`config.mk`:
```
export PLATFORM = sky130hd
export DESIGN_NAME = hop_sequence_shuffler_core
export DESIGN_NICKNAME = d
export VERILOG_FILES = /design/src/rtl/hss_pkg.sv /design/src/rtl/hss_mod_unit.sv /design/src/rtl/hop_sequence_shuffler_core.sv
export SDC_FILE = /design/constraint.sdc
export NUM_CORES = 2
export LEC_CHECK = 0
export BUFFER_PORTS_ARGS = -buffer_cell sky130_fd_sc_hd__buf_2
export CAP_MARGIN = 40
export CORE_ASPECT_RATIO = 0.6
export CORE_MARGIN = 2
export CORE_UTILIZATION = 58
export CTS_BUF_LIST = sky130_fd_sc_hd__clkbuf_16
export CTS_CLUSTER_SIZE = 25
export DETAILED_ROUTE_END_ITERATION = 7
export GPL_ROUTABILITY_DRIVEN = 0
export HOLD_SLACK_MARGIN = 0.08
export PLACE_DENSITY = 0.75
export SLEW_MARGIN = 25
export SYNTH_ARGS = -nofsm -noshare
export SYNTH_HDL_FRONTEND = slang
export SYNTH_HIERARCHICAL = 1
export SYNTH_SLANG_ARGS = --single-unit
```
`constraint.sdc`:
```
create_clock -name clock -period 9.1 [get_ports clock]
set_clock_uncertainty 0.05 [all_clocks]
set_input_delay 0.455 -clock clock [delete_from_list [all_inputs] [get_ports clock]]
set_output_delay 0.455 -clock clock [all_outputs]
set_load 0.1 [all_outputs]
```
`src/rtl/hss_pkg.sv`:
```
`timescale 1ns / 1ps

package hss_pkg;

   // Field widths of the item, result and register interface.
   localparam int SLOT_W     = 7;
   localparam int CHAN_W     = 7;
   localparam int FREQ_W     = 24;
   localparam int BASE_W     = 23;
   localparam int STEP_W     = 16;
   localparam int COUNT_W    = 8;
   localparam int STATUS_W   = 2;
   localparam int CSR_IDX_W  = 3;
   localparam int CSR_DATA_W = 32;
   localparam int LCG_W      = 32;

   // The shuffle draws its index from the upper half of the generator word.
   localparam int LCG_SAMPLE_W = 16;

   localparam logic [LCG_W-1:0] LCG_MUL = 32'h0003_43FD;
   localparam logic [LCG_W-1:0] LCG_ADD = 32'h0026_9EC3;

   typedef logic [STATUS_W-1:0]  status_type;
   typedef logic [CSR_IDX_W-1:0] csr_index_type;

   // Register indexes.
   localparam csr_index_type CSR_LCG_SEED       = 3'd0;
   localparam csr_index_type CSR_CHANNEL_COUNT  = 3'd1;
   localparam csr_index_type CSR_SYNC_ENABLE    = 3'd2;
   localparam csr_index_type CSR_SYNC_CHANNEL   = 3'd3;
   localparam csr_index_type CSR_SHUFFLE_ENABLE = 3'd4;
   localparam csr_index_type CSR_BASE_FREQ_KHZ  = 3'd5;
   localparam csr_index_type CSR_STEP_KHZ       = 3'd6;

   // Register reset values.
   localparam logic [LCG_W-1:0]   RST_LCG_SEED      = 32'hDEAD_BEEF;
   localparam logic [COUNT_W-1:0] RST_CHANNEL_COUNT = 8'd80;
   localparam logic               RST_SYNC_ENABLE   = 1'b1;
   localparam logic [CHAN_W-1:0]  RST_SYNC_CHANNEL  = 7'd40;
   localparam logic               RST_SHUFFLE_EN    = 1'b1;
   localparam logic [BASE_W-1:0]  RST_BASE_FREQ_KHZ = 23'd2400400;
   localparam logic [STEP_W-1:0]  RST_STEP_KHZ      = 16'd1000;

   // Item function codes.
   localparam logic FUNC_GENERATE = 1'b0;
   localparam logic FUNC_READ     = 1'b1;

   // Result status codes.
   localparam status_type STATUS_OK        = 2'd0;
   localparam status_type STATUS_NO_TABLE  = 2'd1;
   localparam status_type STATUS_BAD_SLOT  = 2'd2;
   localparam status_type STATUS_BAD_SYNC  = 2'd3;

endpackage

```
`src/rtl/hss_mod_unit.sv`:
```
`timescale 1ns / 1ps

// Restoring remainder unit: one dividend bit per cycle, most significant first.
// The remainder is valid in the cycle that done is high and holds until the next start.
module hss_mod_unit #(
   parameter int REM_W = 7
) (
   input  logic                             clock,
   input  logic                             reset,
   input  logic                             start,
   input  logic [hss_pkg::LCG_SAMPLE_W-1:0] dividend,
   input  logic [REM_W:0]                   divisor,
   output logic                             done,
   output logic [REM_W-1:0]                 remainder
);

   localparam int SW = hss_pkg::LCG_SAMPLE_W;
   localparam int CW = $clog2(SW);

   logic              busy_ff, busy_in;
   logic              done_ff, done_in;
   logic [CW-1:0]     step_ff, step_in;
   logic [SW-1:0]     quo_ff, quo_in;
   logic [REM_W-1:0]  rem_ff, rem_in;
   logic [REM_W:0]    div_ff, div_in;

   logic [REM_W:0]    trial;
   logic [REM_W:0]    diff;

   assign trial = {rem_ff, quo_ff[SW-1]};
   assign diff  = trial - div_ff;

   always_comb begin
      busy_in = busy_ff;
      done_in = 1'b0;
      step_in = step_ff;
      quo_in  = quo_ff;
      rem_in  = rem_ff;
      div_in  = div_ff;
      if (start) begin
         busy_in = 1'b1;
         step_in = '0;
         quo_in  = dividend;
         rem_in  = '0;
         div_in  = divisor;
      end else if (busy_ff) begin
         rem_in  = (trial >= div_ff) ? diff[REM_W-1:0] : trial[REM_W-1:0];
         quo_in  = {quo_ff[SW-2:0], 1'b0};
         step_in = step_ff + 1'b1;
         if (step_ff == CW'(SW - 1)) begin
            busy_in = 1'b0;
            done_in = 1'b1;
         end
      end
   end

   always_ff @(posedge clock) begin
      if (reset) begin
         busy_ff <= 1'b0;
         done_ff <= 1'b0;
         step_ff <= '0;
      end else begin
         busy_ff <= busy_in;
         done_ff <= done_in;
         step_ff <= step_in;
      end
      quo_ff <= quo_in;
      rem_ff <= rem_in;
      div_ff <= div_in;
   end

   assign done      = done_ff;
   assign remainder = rem_ff;

endmodule

```
`src/rtl/hop_sequence_shuffler_core.sv`:
```
`timescale 1ns / 1ps

// Channel   Ports                                     Direction  Moves
// request   req_valid/req_ready, req_func, req_slot   in         one item: generate or read
// response  rsp_valid/rsp_ready, rsp_status, ...      out        one result item per request
// csr       csr_we, csr_index, csr_wdata              in         register write, no wait
//
// For a read item, the hop table memory is read into its read register when the item is
// accepted, and the frequency multiply-add then fills the output register once it is free.
// A generate item writes the n channels into the table, where n is the clipped channel count, and
// then, for each of the m - 1 swaps over the m shuffled slots, steps the generator, runs the
// bit-serial remainder unit and does the two reads and two writes of the table, which has
// one read and one write port. Reset is synchronous and clears all control state; the table
// contents are undefined until the first generate. A stalled response holds only the read and
// response states: one new item, a generate too, is taken and run while an earlier result waits.
module hop_sequence_shuffler_core #(
   parameter int MAX_CHANNELS = 128
) (
   input  logic                                clock,
   input  logic                                reset,

   input  logic                                req_valid,
   output logic                                req_ready,
   input  logic                                req_func,
   input  logic [hss_pkg::SLOT_W-1:0]          req_slot,

   output logic                                rsp_valid,
   input  logic                                rsp_ready,
   output logic [hss_pkg::STATUS_W-1:0]        rsp_status,
   output logic [hss_pkg::CHAN_W-1:0]          rsp_channel,
   output logic [hss_pkg::FREQ_W-1:0]          rsp_freq_khz,
   output logic                                rsp_is_sync,

   input  logic                                csr_we,
   input  logic [hss_pkg::CSR_IDX_W-1:0]       csr_index,
   input  logic [hss_pkg::CSR_DATA_W-1:0]      csr_wdata
);

   // Table address width, and width of a slot count (which can reach MAX_CHANNELS).
   localparam int AW     = $clog2(MAX_CHANNELS);
   localparam int CNT_W  = $clog2(MAX_CHANNELS + 1);
   localparam int CMP_W  = (CNT_W > hss_pkg::COUNT_W) ? CNT_W : hss_pkg::COUNT_W;
   localparam int PROD_W = AW + hss_pkg::STEP_W;
   localparam int SUM_W  = hss_pkg::FREQ_W + 1;

   // Sequencer states.
   localparam logic [2:0] S_IDLE = 3'd0;
   localparam logic [2:0] S_READ = 3'd1;
   localparam logic [2:0] S_FILL = 3'd2;
   localparam logic [2:0] S_LCG  = 3'd3;
   localparam logic [2:0] S_DIV  = 3'd4;
   localparam logic [2:0] S_WRI  = 3'd5;
   localparam logic [2:0] S_WRJ  = 3'd6;
   localparam logic [2:0] S_RESP = 3'd7;

   logic [2:0]                       state_ff, state_in;

   // Configuration registers.
   logic [hss_pkg::LCG_W-1:0]        seed_ff, seed_in;
   logic [hss_pkg::COUNT_W-1:0]      ccount_ff, ccount_in;
   logic                             sync_en_ff, sync_en_in;
   logic [hss_pkg::CHAN_W-1:0]       sync_ch_ff, sync_ch_in;
   logic                             shuf_en_ff, shuf_en_in;
   logic [hss_pkg::BASE_W-1:0]       base_ff, base_in;
   logic [hss_pkg::STEP_W-1:0]       step_ff, step_in;

   // What the last good generate left behind.
   logic                             table_valid_ff, table_valid_in;
   logic [CNT_W-1:0]                 slots_built_ff, slots_built_in;
   logic                             sync_built_ff, sync_built_in;
   logic [hss_pkg::LCG_W-1:0]        lcg_ff, lcg_in;

   // Working registers of the item in progress.
   logic [CNT_W-1:0]                 gen_n_ff, gen_n_in;
   logic                             gen_sync_ff, gen_sync_in;
   logic [CNT_W-1:0]                 fill_ff, fill_in;
   logic [AW-1:0]                    idx_ff, idx_in;
   logic [AW-1:0]                    j_ff, j_in;
   logic [AW-1:0]                    val_i_ff, val_i_in;
   logic [hss_pkg::SLOT_W-1:0]       slot_ff, slot_in;
   hss_pkg::status_type              gstat_ff, gstat_in;

   // Output register.
   logic                             rsp_valid_ff, rsp_valid_in;
   hss_pkg::status_type              rsp_status_ff, rsp_status_in;
   logic [hss_pkg::CHAN_W-1:0]       rsp_channel_ff, rsp_channel_in;
   logic [hss_pkg::FREQ_W-1:0]       rsp_freq_ff, rsp_freq_in;
   logic                             rsp_is_sync_ff, rsp_is_sync_in;

   // Hop table memory: one write port, one read port with registered data.
   logic [AW-1:0]                    hop_table_ff [MAX_CHANNELS];
   logic [AW-1:0]                    mem_rdata_ff;
   logic                             mem_we;
   logic [AW-1:0]                    mem_waddr;
   logic [AW-1:0]                    mem_wdata;
   logic                             mem_re;
   logic [AW-1:0]                    mem_raddr;

   // Remainder unit.
   logic                             div_start;
   logic [AW:0]                      div_divisor;
   logic                             div_done;
   logic [AW-1:0]                    div_rem;

   logic [hss_pkg::LCG_W-1:0]        lcg_next;
   logic                             req_fire;
   logic                             out_free;
   logic [CNT_W-1:0]                 n_calc;
   logic                             sync_bad;
   logic [CNT_W-1:0]                 shuf_len;
   logic [CNT_W-1:0]                 fill_m1;
   logic [AW-1:0]                    fill_val;
   logic [AW-1:0]                    part_off;
   logic [PROD_W-1:0]                prod;
   logic [SUM_W-1:0]                 freq_sum;
   logic                             slot_in_range;

   hss_mod_unit #(
      .REM_W (AW)
   ) u_mod (
      .clock     (clock),
      .reset     (reset),
      .start     (div_start),
      .dividend  (lcg_next[hss_pkg::LCG_W-1 -: hss_pkg::LCG_SAMPLE_W]),
      .divisor   (div_divisor),
      .done      (div_done),
      .remainder (div_rem)
   );

   assign req_ready = (state_ff == S_IDLE);
   assign req_fire  = req_valid && req_ready;
   assign out_free  = !rsp_valid_ff || rsp_ready;

   assign lcg_next    = lcg_ff * hss_pkg::LCG_MUL + hss_pkg::LCG_ADD;
   assign div_divisor = (AW + 1)'(idx_ff) + 1'b1;

   // The channel count is clipped to the table depth, and the sync channel must lie below it.
   assign n_calc   = (CMP_W'(ccount_ff) > CMP_W'(MAX_CHANNELS)) ? CNT_W'(MAX_CHANNELS)
                                                                 : CNT_W'(ccount_ff);
   assign sync_bad = sync_en_ff && (CMP_W'(sync_ch_ff) >= CMP_W'(n_calc));

   // With sync, the shuffled part starts at slot 1 and is one slot shorter.
   assign part_off = AW'(gen_sync_ff);
   assign shuf_len = gen_n_ff - CNT_W'(gen_sync_ff);

   // Initial fill: the sync channel first when sync is on, then every other channel in ascending order.
   assign fill_m1 = fill_ff - 1'b1;
   always_comb begin
      if (gen_sync_ff && (fill_ff == '0)) begin
         fill_val = AW'(sync_ch_ff);
      end else if (gen_sync_ff) begin
         fill_val = (CMP_W'(fill_m1) < CMP_W'(sync_ch_ff)) ? AW'(fill_m1) : AW'(fill_ff);
      end else begin
         fill_val = AW'(fill_ff);
      end
   end

   // Read result: frequency saturates at the top of the 24-bit range.
   assign prod          = PROD_W'(mem_rdata_ff) * PROD_W'(step_ff);
   assign freq_sum      = SUM_W'(base_ff) + SUM_W'(prod);
   assign slot_in_range = CMP_W'(slot_ff) < CMP_W'(slots_built_ff);

   always_comb begin
      state_in       = state_ff;
      seed_in        = seed_ff;
      ccount_in      = ccount_ff;
      sync_en_in     = sync_en_ff;
      sync_ch_in     = sync_ch_ff;
      shuf_en_in     = shuf_en_ff;
      base_in        = base_ff;
      step_in        = step_ff;
      table_valid_in = table_valid_ff;
      slots_built_in = slots_built_ff;
      sync_built_in  = sync_built_ff;
      lcg_in         = lcg_ff;
      gen_n_in       = gen_n_ff;
      gen_sync_in    = gen_sync_ff;
      fill_in        = fill_ff;
      idx_in         = idx_ff;
      j_in           = j_ff;
      val_i_in       = val_i_ff;
      slot_in        = slot_ff;
      gstat_in       = gstat_ff;
      rsp_valid_in   = rsp_valid_ff && !rsp_ready;
      rsp_status_in  = rsp_status_ff;
      rsp_channel_in = rsp_channel_ff;
      rsp_freq_in    = rsp_freq_ff;
      rsp_is_sync_in = rsp_is_sync_ff;
      mem_we         = 1'b0;
      mem_waddr      = '0;
      mem_wdata      = '0;
      mem_re         = 1'b0;
      mem_raddr      = '0;
      div_start      = 1'b0;

      if (csr_we) begin
         unique case (csr_index)
            hss_pkg::CSR_LCG_SEED:       seed_in    = csr_wdata;
            hss_pkg::CSR_CHANNEL_COUNT:  ccount_in  = csr_wdata[hss_pkg::COUNT_W-1:0];
            hss_pkg::CSR_SYNC_ENABLE:    sync_en_in = csr_wdata[0];
            hss_pkg::CSR_SYNC_CHANNEL:   sync_ch_in = csr_wdata[hss_pkg::CHAN_W-1:0];
            hss_pkg::CSR_SHUFFLE_ENABLE: shuf_en_in = csr_wdata[0];
            hss_pkg::CSR_BASE_FREQ_KHZ:  base_in    = csr_wdata[hss_pkg::BASE_W-1:0];
            hss_pkg::CSR_STEP_KHZ:       step_in    = csr_wdata[hss_pkg::STEP_W-1:0];
            default: ;
         endcase
      end

      unique case (state_ff)
         S_IDLE: begin
            if (req_fire) begin
               if (req_func == hss_pkg::FUNC_READ) begin
                  slot_in   = req_slot;
                  mem_re    = 1'b1;
                  mem_raddr = AW'(req_slot);
                  state_in  = S_READ;
               end else if (sync_bad) begin
                  table_valid_in = 1'b0;
                  gstat_in       = hss_pkg::STATUS_BAD_SYNC;
                  state_in       = S_RESP;
               end else begin
                  lcg_in      = seed_ff;
                  gen_n_in    = n_calc;
                  gen_sync_in = sync_en_ff;
                  fill_in     = '0;
                  gstat_in    = hss_pkg::STATUS_OK;
                  state_in    = S_FILL;
               end
            end
         end

         S_READ: begin
            if (out_free) begin
               rsp_valid_in   = 1'b1;
               rsp_channel_in = '0;
               rsp_freq_in    = '0;
               rsp_is_sync_in = 1'b0;
               priority if (!table_valid_ff) begin
                  rsp_status_in = hss_pkg::STATUS_NO_TABLE;
               end else if (!slot_in_range) begin
                  rsp_status_in = hss_pkg::STATUS_BAD_SLOT;
               end else begin
                  rsp_status_in  = hss_pkg::STATUS_OK;
                  rsp_channel_in = hss_pkg::CHAN_W'(mem_rdata_ff);
                  rsp_freq_in    = freq_sum[hss_pkg::FREQ_W] ? '1
                                                             : freq_sum[hss_pkg::FREQ_W-1:0];
                  rsp_is_sync_in = sync_built_ff && (slot_ff == '0);
               end
               state_in = S_IDLE;
            end
         end

         S_FILL: begin
            if (fill_ff == gen_n_ff) begin
               if (shuf_en_ff && (shuf_len >= CNT_W'(2))) begin
                  idx_in   = AW'(shuf_len - 1'b1);
                  state_in = S_LCG;
               end else begin
                  table_valid_in = 1'b1;
                  slots_built_in = gen_n_ff;
                  sync_built_in  = gen_sync_ff;
                  state_in       = S_RESP;
               end
            end else begin
               mem_we    = 1'b1;
               mem_waddr = AW'(fill_ff);
               mem_wdata = fill_val;
               fill_in   = fill_ff + 1'b1;
            end
         end

         // Step the generator, start the remainder by i + 1 and fetch entry i.
         S_LCG: begin
            lcg_in    = lcg_next;
            div_start = 1'b1;
            mem_re    = 1'b1;
            mem_raddr = part_off + idx_ff;
            state_in  = S_DIV;
         end

         // Entry i sits in the read register; once j is known, fetch entry j.
         S_DIV: begin
            if (div_done) begin
               val_i_in  = mem_rdata_ff;
               j_in      = div_rem;
               mem_re    = 1'b1;
               mem_raddr = part_off + div_rem;
               state_in  = S_WRI;
            end
         end

         S_WRI: begin
            mem_we    = 1'b1;
            mem_waddr = part_off + idx_ff;
            mem_wdata = mem_rdata_ff;
            state_in  = S_WRJ;
         end

         // The write of entry j lands before the next fetch, so no forwarding is needed.
         S_WRJ: begin
            mem_we    = 1'b1;
            mem_waddr = part_off + j_ff;
            mem_wdata = val_i_ff;
            if (idx_ff == AW'(1)) begin
               table_valid_in = 1'b1;
               slots_built_in = gen_n_ff;
               sync_built_in  = gen_sync_ff;
               state_in       = S_RESP;
            end else begin
               idx_in   = idx_ff - 1'b1;
               state_in = S_LCG;
            end
         end

         S_RESP: begin
            if (out_free) begin
               rsp_valid_in   = 1'b1;
               rsp_status_in  = gstat_ff;
               rsp_channel_in = '0;
               rsp_freq_in    = '0;
               rsp_is_sync_in = 1'b0;
               state_in       = S_IDLE;
            end
         end

         default: state_in = S_IDLE;
      endcase
   end

   always_ff @(posedge clock) begin
      if (mem_we) begin
         hop_table_ff[mem_waddr] <= mem_wdata;
      end
      if (mem_re) begin
         mem_rdata_ff <= hop_table_ff[mem_raddr];
      end
   end

   always_ff @(posedge clock) begin
      if (reset) begin
         state_ff       <= S_IDLE;
         seed_ff        <= hss_pkg::RST_LCG_SEED;
         ccount_ff      <= hss_pkg::RST_CHANNEL_COUNT;
         sync_en_ff     <= hss_pkg::RST_SYNC_ENABLE;
         sync_ch_ff     <= hss_pkg::RST_SYNC_CHANNEL;
         shuf_en_ff     <= hss_pkg::RST_SHUFFLE_EN;
         base_ff        <= hss_pkg::RST_BASE_FREQ_KHZ;
         step_ff        <= hss_pkg::RST_STEP_KHZ;
         table_valid_ff <= 1'b0;
         slots_built_ff <= '0;
         sync_built_ff  <= 1'b0;
         lcg_ff         <= '0;
         rsp_valid_ff   <= 1'b0;
      end else begin
         state_ff       <= state_in;
         seed_ff        <= seed_in;
         ccount_ff      <= ccount_in;
         sync_en_ff     <= sync_en_in;
         sync_ch_ff     <= sync_ch_in;
         shuf_en_ff     <= shuf_en_in;
         base_ff        <= base_in;
         step_ff        <= step_in;
         table_valid_ff <= table_valid_in;
         slots_built_ff <= slots_built_in;
         sync_built_ff  <= sync_built_in;
         lcg_ff         <= lcg_in;
         rsp_valid_ff   <= rsp_valid_in;
      end
      gen_n_ff       <= gen_n_in;
      gen_sync_ff    <= gen_sync_in;
      fill_ff        <= fill_in;
      idx_ff         <= idx_in;
      j_ff           <= j_in;
      val_i_ff       <= val_i_in;
      slot_ff        <= slot_in;
      gstat_ff       <= gstat_in;
      rsp_status_ff  <= rsp_status_in;
      rsp_channel_ff <= rsp_channel_in;
      rsp_freq_ff    <= rsp_freq_in;
      rsp_is_sync_ff <= rsp_is_sync_in;
   end

   assign rsp_valid    = rsp_valid_ff;
   assign rsp_status   = rsp_status_ff;
   assign rsp_channel  = rsp_channel_ff;
   assign rsp_freq_khz = rsp_freq_ff;
   assign rsp_is_sync  = rsp_is_sync_ff;

endmodule

```
# ---- Yosys cells after proc, flatten, opt, wreduce, memory -nomap -nowiden
# Memory sizes are Yosys's and may differ from the RTL's. A register that Yosys moved wholly into a read port is not among the register bits.
# Index checks and enable logic that the tools add are counted.
dict set report word_totals {
  reg_bits 252
  latch_bits 0
  ram_bits 896
  romBits 0
  in_bits 48
  wordCells 216
  mem_count 1
}
# name words width rd rd_ports_with_merged_regs wr line_no
set memory_table {}
lappend memory_table {hop_table_ff 128 7 1 1 1 hop_sequence_shuffler_core.sv:91} ;# logic [AW-1:0] hop_table_ff [MAX_CHANNELS];
dict set report op_classes {
  addsub 13
  n_mul 2
  div_mod_pow 0
  magnitude_cmp 6
  eq_ne 30
  shifts 0
  mux 89
  bitwise 3
  reduce_logical 41
}
# operator count
set ops {}
lappend ops {{24-bit two-way mux} 5}
lappend ops {{7-bit two-way mux} 16}
lappend ops {{32-bit two-way mux} 3}
lappend ops {{8-bit two-way mux} 8}
lappend ops {{32-bit one-hot mux with 2 select lines} 1}
lappend ops {{7-bit one-hot mux with 3 select lines} 3}
lappend ops {{24-bit one-hot mux with 2 select lines} 1}
lappend ops {{32-bit by 22-bit adder with 32-bit output, second input constant} 1}
lappend ops {{32-bit by 18-bit multiplier with 32-bit output, second input constant} 1}
lappend ops {{16-bit two-way mux} 2}
lappend ops {{8-bit one-hot mux with 2 select lines} 2}
lappend ops {{7-bit one-hot mux with 2 select lines} 2}
lappend ops {{1-bit two-way mux} 26}
lappend ops {{23-bit by 23-bit adder with 24-bit output} 1}
lappend ops {{3-bit two-way mux} 8}
lappend ops {{7-bit by 16-bit multiplier with 23-bit output} 1}
lappend ops {{1-bit by 7-bit adder with 7-bit output} 3}
lappend ops {{3-bit equality test, second input constant} 7}
lappend ops {{3-bit one-hot mux with 7 select lines} 1}
lappend ops {{2-bit != test, second input constant} 10}
lappend ops {{4-bit AND reduction} 5}
lappend ops {{2-bit AND reduction} 8}
lappend ops {{7-bit by 1-bit subtractor with 7-bit output, second input constant} 2}
lappend ops {{3-bit by 2-bit equality test with 1-bit output, second input constant} 4}
lappend ops {{35 further kinds} 63}

# ---- Depth between registers and ports, before layout
dict set report depth {
  word_depth 8
  depth_mapped 23
  mapped_depth_nobuf 23
}

# ---- Hierarchy
# Netlist, hierarchy kept.
# mod n_inst cells_per_inst area_each_um2 seq_area_each_um2
set by_module_without_submodules {}
lappend by_module_without_submodules {hop_sequence_shuffler_core 1 4958 58389.8 32200.9}
lappend by_module_without_submodules {hss_mod_unit 1 157 1888.1 980.9}

# ---- Worst setup path before layout
# OpenSTA, ideal clock, no wires.
dict set report synth_path {
  kind {reg-to-reg}
  start {register fill_ff[2]}
  end {memory hop_table_ff[0][4] (netlist name), data pin}
  setup_time_ps 1196
  arrival_ps 7464
  required_ps 7854
  path_slack_ps 389
  stages_incl_launch_ff 11
  path_buffers 1
  period_less_slack_ps 8711
  cell_sequence {edfxtp_1 clkbuf_1 or3_1 or3_1 xnor2_1 ha_1 o21ai_0 a21oi_1 nor4bb_1 xnor2_1 o21ai_0}
}
dict set report synth_between {
  elab_chain_len 7
}
# element line_no
set synth_rtl {}
lappend synth_rtl {{start: declaration} hop_sequence_shuffler_core.sv:76} ;# logic [CNT_W-1:0] fill_ff, fill_in;
lappend synth_rtl {{start signal: assignment} hop_sequence_shuffler_core.sv:371} ;# fill_ff <= fill_in;
lappend synth_rtl {{8-bit by 1-bit subtractor with 8-bit output} hop_sequence_shuffler_core.sv:147} ;# assign fill_m1 = fill_ff - 1'b1;
lappend synth_rtl {{8-bit by 7-bit < comparator with 1-bit output} hop_sequence_shuffler_core.sv:152} ;# fill_val = (CMP_W'(fill_m1) < CMP_W'(sync_ch_ff)) ? AW'(fill_m1) : AW'(fill_ff);
lappend synth_rtl {{7-bit two-way mux} hop_sequence_shuffler_core.sv:152}
lappend synth_rtl {{7-bit two-way mux} hop_sequence_shuffler_core.sv:151} ;# end else if (gen_sync_ff) begin
lappend synth_rtl {{7-bit two-way mux} hop_sequence_shuffler_core.sv:149} ;# if (gen_sync_ff && (fill_ff == '0)) begin
lappend synth_rtl {{7-bit two-way mux *} hop_sequence_shuffler_core.sv:254} ;# if (fill_ff == gen_n_ff) begin
lappend synth_rtl {{7-bit one-hot mux with 3 select lines *} hop_sequence_shuffler_core.sv:209} ;# unique case (state_ff)
lappend synth_rtl {{named net mem_wdata[4]} hop_sequence_shuffler_core.sv:95} ;# logic [AW-1:0] mem_wdata;
lappend synth_rtl {{end: declaration} hop_sequence_shuffler_core.sv:91}
# Mark *: on every way through the listed nets, which the timed path passes. The rest lies on a longest branch.

# ---- Worst setup path in the final report
dict set report layout_path {
  start {register lcg_ff[3] (netlist name)}
  end {register u_mod.quo_ff[15], data pin}
}
dict set report layout_between {
  elab_chain_len 3
}
# element line_no
set layout_rtl {}
lappend layout_rtl {{start: declaration} hop_sequence_shuffler_core.sv:71} ;# logic [hss_pkg::LCG_W-1:0] lcg_ff, lcg_in;
lappend layout_rtl {{start signal: assignment} hop_sequence_shuffler_core.sv:366} ;# lcg_ff <= lcg_in;
lappend layout_rtl {{32-bit by 18-bit multiplier with 32-bit output} hop_sequence_shuffler_core.sv:134} ;# assign lcg_next = lcg_ff * hss_pkg::LCG_MUL + hss_pkg::LCG_ADD;
lappend layout_rtl {{32-bit by 22-bit adder with 32-bit output} hop_sequence_shuffler_core.sv:134}
lappend layout_rtl {{named net lcg_next, one bit} hop_sequence_shuffler_core.sv:105} ;# logic [hss_pkg::LCG_W-1:0] lcg_next;
lappend layout_rtl {{16-bit two-way mux} hss_mod_unit.sv:40} ;# if (start) begin
lappend layout_rtl {{named net u_mod.quo_in[15]} hss_mod_unit.sv:23} ;# logic [SW-1:0] quo_ff, quo_in;
lappend layout_rtl {{end signal: assignment} hss_mod_unit.sv:67} ;# quo_ff <= quo_in;
lappend layout_rtl {{end: declaration} hss_mod_unit.sv:23}
# The timed path passes the listed nets, and every way through them passes these cells.
# A chain may end at the register's enable or synchronous reset.

==> qor.txt <==
fin. max-slew vios: 0
Slew HR: 31.9%
Synth Instances: 5115
GRT overflow: 0
IO buf count: 83
final hold vios: 0
Least-Margin Pin Slew: 1020 ps
Initial Util: 58.6%
Routed WL per cell: 23.6 µm
Synth Register Bits: 1154
Startpoint Class: flip-flop
Tmin final: 6760 ps
largest net degree at the start of global routing: 166
worst skew pair latency: 710 ps
warnings from Yosys: 6
fmax: 148 MHz
Hold WS: 161 ps
Final period util: 74.3%
Post-Route WL: 157 mm
sequential area share after synthesis: 55.0%
CP required: 9520 ps
Die ar.: 0.107 mm²
Post-DRT Antenna Nets: 0
global-route wire length before repair: 238 mm
Post-Syn Area: 0.0603 mm²
Syn Area/Cell: 11.8 µm²
vias in the first global route: 38.6k
Net count, final: 5720
initial drt markers: 5908
commonest register cell after synthesis: edfxtp_1
Final setup viols: 0
diode count: 0
GRT Total Usage: 29.7%
# DRC: 0
Root Buffer: clkbuf_16
PostCTS Resize Cnt: 0
FFs w/ async S/R, synth: 0%
post-DP HPWL: 106 mm
H-tree Lvls: 3
core area: 0.103 mm²
critical path peak fanout: 8
MaxCap Viol Count: 0
Worst Setup End Kind: flip-flop
Die Ht: 254 µm
number of flops mapped to enable cells by yosys: 1007
proportion of layout cells with a drive suffix above 1: 7.76%
via count: 40.7k
I/O pin count: 84
die width: 420 µm
RSZ-0062 raised after global routing: false
Arr. time, crit path: 7180 ps
CTS tree: done
Unique masters post-synth: 101
initial antenna violation count: 2
Clock Path Buffers: 3
Detailed Routing Iterations Pass 1: 6
Fin Setup TNS: 0 ps
Worst Hold Class: input pin to flip-flop
Syn-to-layout area delta: 9.11%
vias per inst: 6.11
clk sink count: 1154
Synth Net Count: 5665
status: completed
Post-CTS Setup Bufs: 0
clk slew on worst S/H paths: 70 ps
CTS Buf Count: 102
CP Class: flip-flop to flip-flop
number of core rows: 91
## worst paths after layout
kind                                  from               end  slack, ps  cells past startpoint
worst max-delay path             lcg_ff[3]  u_mod/quo_ff[15]       2340                     20
worst min-delay path                 reset     u_mod/busy_ff        160                      2
worst min register to register  base_ff[6]        base_ff[6]        410                      2
worst max register to register   lcg_ff[3]  u_mod/quo_ff[15]       2340                     20
## critical path, cell delays in order, from the launching register on
cell and delay, ps:
dfxtp_1 440, fa_1 580, inv_1 120, fa_1 440, fa_1 500, inv_1 50, fa_1 490, inv_1 50
fa_1 490, fa_1 500, inv_1 40, ha_1 310, nor2_1 160, nor2_1 60, a221oi_1 670, o31ai_1 210
o2111ai_1 420, a21oi_1 150, o41ai_1 430, nor2_1 100, mux2_2 270
## kinds of logic (layout without fill, tap and decap cells)
| logic type | count (synthesis) | in the layout | synth area share [%] |
|---|---|---|---|
| and+or+nand+nor | 1703 | 1703 | 12.8 |
| DFF | 1154 | 1154 | 55.0 |
| buffers and inverters | 762 | 903 | 5.28 |
| AOI/OAI and AO/OA | 730 | 730 | 8.34 |
| adders and majority gates | 502 | 502 | 13.8 |
| xor gates and xnor gates | 139 | 139 | 2.04 |
| muxes | 125 | 125 | 2.70 |
## what timing repair did
action | in CTS | in global routing
endpoints found under the hold margin | 93 | 0
hold buffers | 41 | 0
setup endpoints to repair | 0 | 0
## registers in the layout, summed over array words and instances, names as in the netlist, 8 cells and up
register / cells
base_ff: 23
ccount_ff: 8
fill_ff: 8
gen_n_ff: 8
hop_table_ff: 896
lcg_ff: 32
rsp_freq_khz: 24
seed_ff: 32
slots_built_ff: 8
step_ff: 16
u_mod/div_ff: 8
u_mod/quo_ff: 16
## cells in the mapped netlist, types with 13 or more instances
| library cell | n | share of area (%) |
|---|---|---|
| or4_1 | 14 | 0.17 |
| a32oi_1 | 46 | 0.67 |
| a211oi_1 | 75 | 0.93 |
| buf_4 | 17 | 0.21 |
| and2_1 | 86 | 0.89 |
| nor2_1 | 267 | 1.7 |
| o21a_1 | 17 | 0.21 |
| a21oi_1 | 231 | 1.9 |
| nand4_1 | 23 | 0.24 |
| and3_1 | 87 | 0.90 |
| xnor2_1 | 87 | 1.3 |
| clkbuf_1 | 113 | 0.70 |
| a311oi_1 | 17 | 0.25 |
| a22oi_1 | 15 | 0.19 |
| or3_1 | 13 | 0.13 |
| buf_2 | 102 | 0.85 |
| buf_6 | 15 | 0.28 |
| a21o_1 | 31 | 0.39 |
| o21bai_1 | 17 | 0.21 |
| nor4_1 | 22 | 0.23 |
| nand2b_1 | 17 | 0.18 |
| nand3_1 | 197 | 1.6 |
| nand2_1 | 850 | 5.3 |
| mux2i_1 | 77 | 1.3 |
| a31oi_1 | 23 | 0.24 |
| mux4_2 | 28 | 1.0 |
| o211ai_1 | 21 | 0.26 |
| xor2_1 | 51 | 0.74 |
| o21ai_0 | 62 | 0.51 |
| edfxtp_1 | 1007 | 50 |
| nand3b_1 | 19 | 0.24 |
| ha_1 | 231 | 4.8 |
| nor2b_1 | 17 | 0.18 |
| o22ai_1 | 32 | 0.33 |
| inv_1 | 501 | 3.1 |
| nor3_1 | 41 | 0.34 |
| dfxtp_1 | 147 | 4.9 |
| mux2_2 | 20 | 0.37 |
| fa_1 | 271 | 9.0 |
## stage by stage
step	std cells	setup slack, ps	instance area [µm²]	util [%]
global route	6651	2030	65800	63.9
detailed placement	6407	2400	62000	60.2
floorplan	5115	389	60300	-
finish	6651	2340	65800	63.9
global placement	6394	2480	61800	60.0
CTS	6638	2410	65600	63.7
## placed cells by master, fill, tap and decap left out, types with 20 or more instances in the layout
cell	count
o22ai_1	32
buf_4	61
nor3_1	40
clkbuf_16	104
xor2_1	51
dfxtp_1	147
inv_1	534
mux4_2	28
a211oi_1	75
and2_1	86
nand4_1	23
buf_2	84
a31oi_1	23
a21oi_1	231
o21ai_0	55
fa_1	271
mux2_2	20
a32oi_1	46
mux2i_1	77
edfxtp_1	1007
o211ai_1	21
nand3_1	196
xnor2_1	87
nor2_1	266
dlygate4sd3_1	41
and3_1	86
nand2_1	848
a21o_1	31
ha_1	231
nor4_1	22
## metal layers
layer	routed length, µm	vias to the layer above	GRT usage [%]
met2	61500	2458	38.4
met4	3230	2	6.28
li1	-	18100	-
met5	13	-	0.0458
met1	67700	19800	46.2
met3	24400	261	12.1
## area by class of cell
type / count / area, µm²
clock inverter: 86 / 617
multi-input combinational: 3199 / 24000
sequential: 1154 / 33200
inverter: 503 / 1890
timing repair buffer: 210 / 1710
tap: 1395 / 1750
fill: 7693 / 37200
clock buffer: 104 / 2600
Power is left out: the tool's default activity adds up to more than one toggle a clock period on the data nets, which glitch-free logic cannot reach.
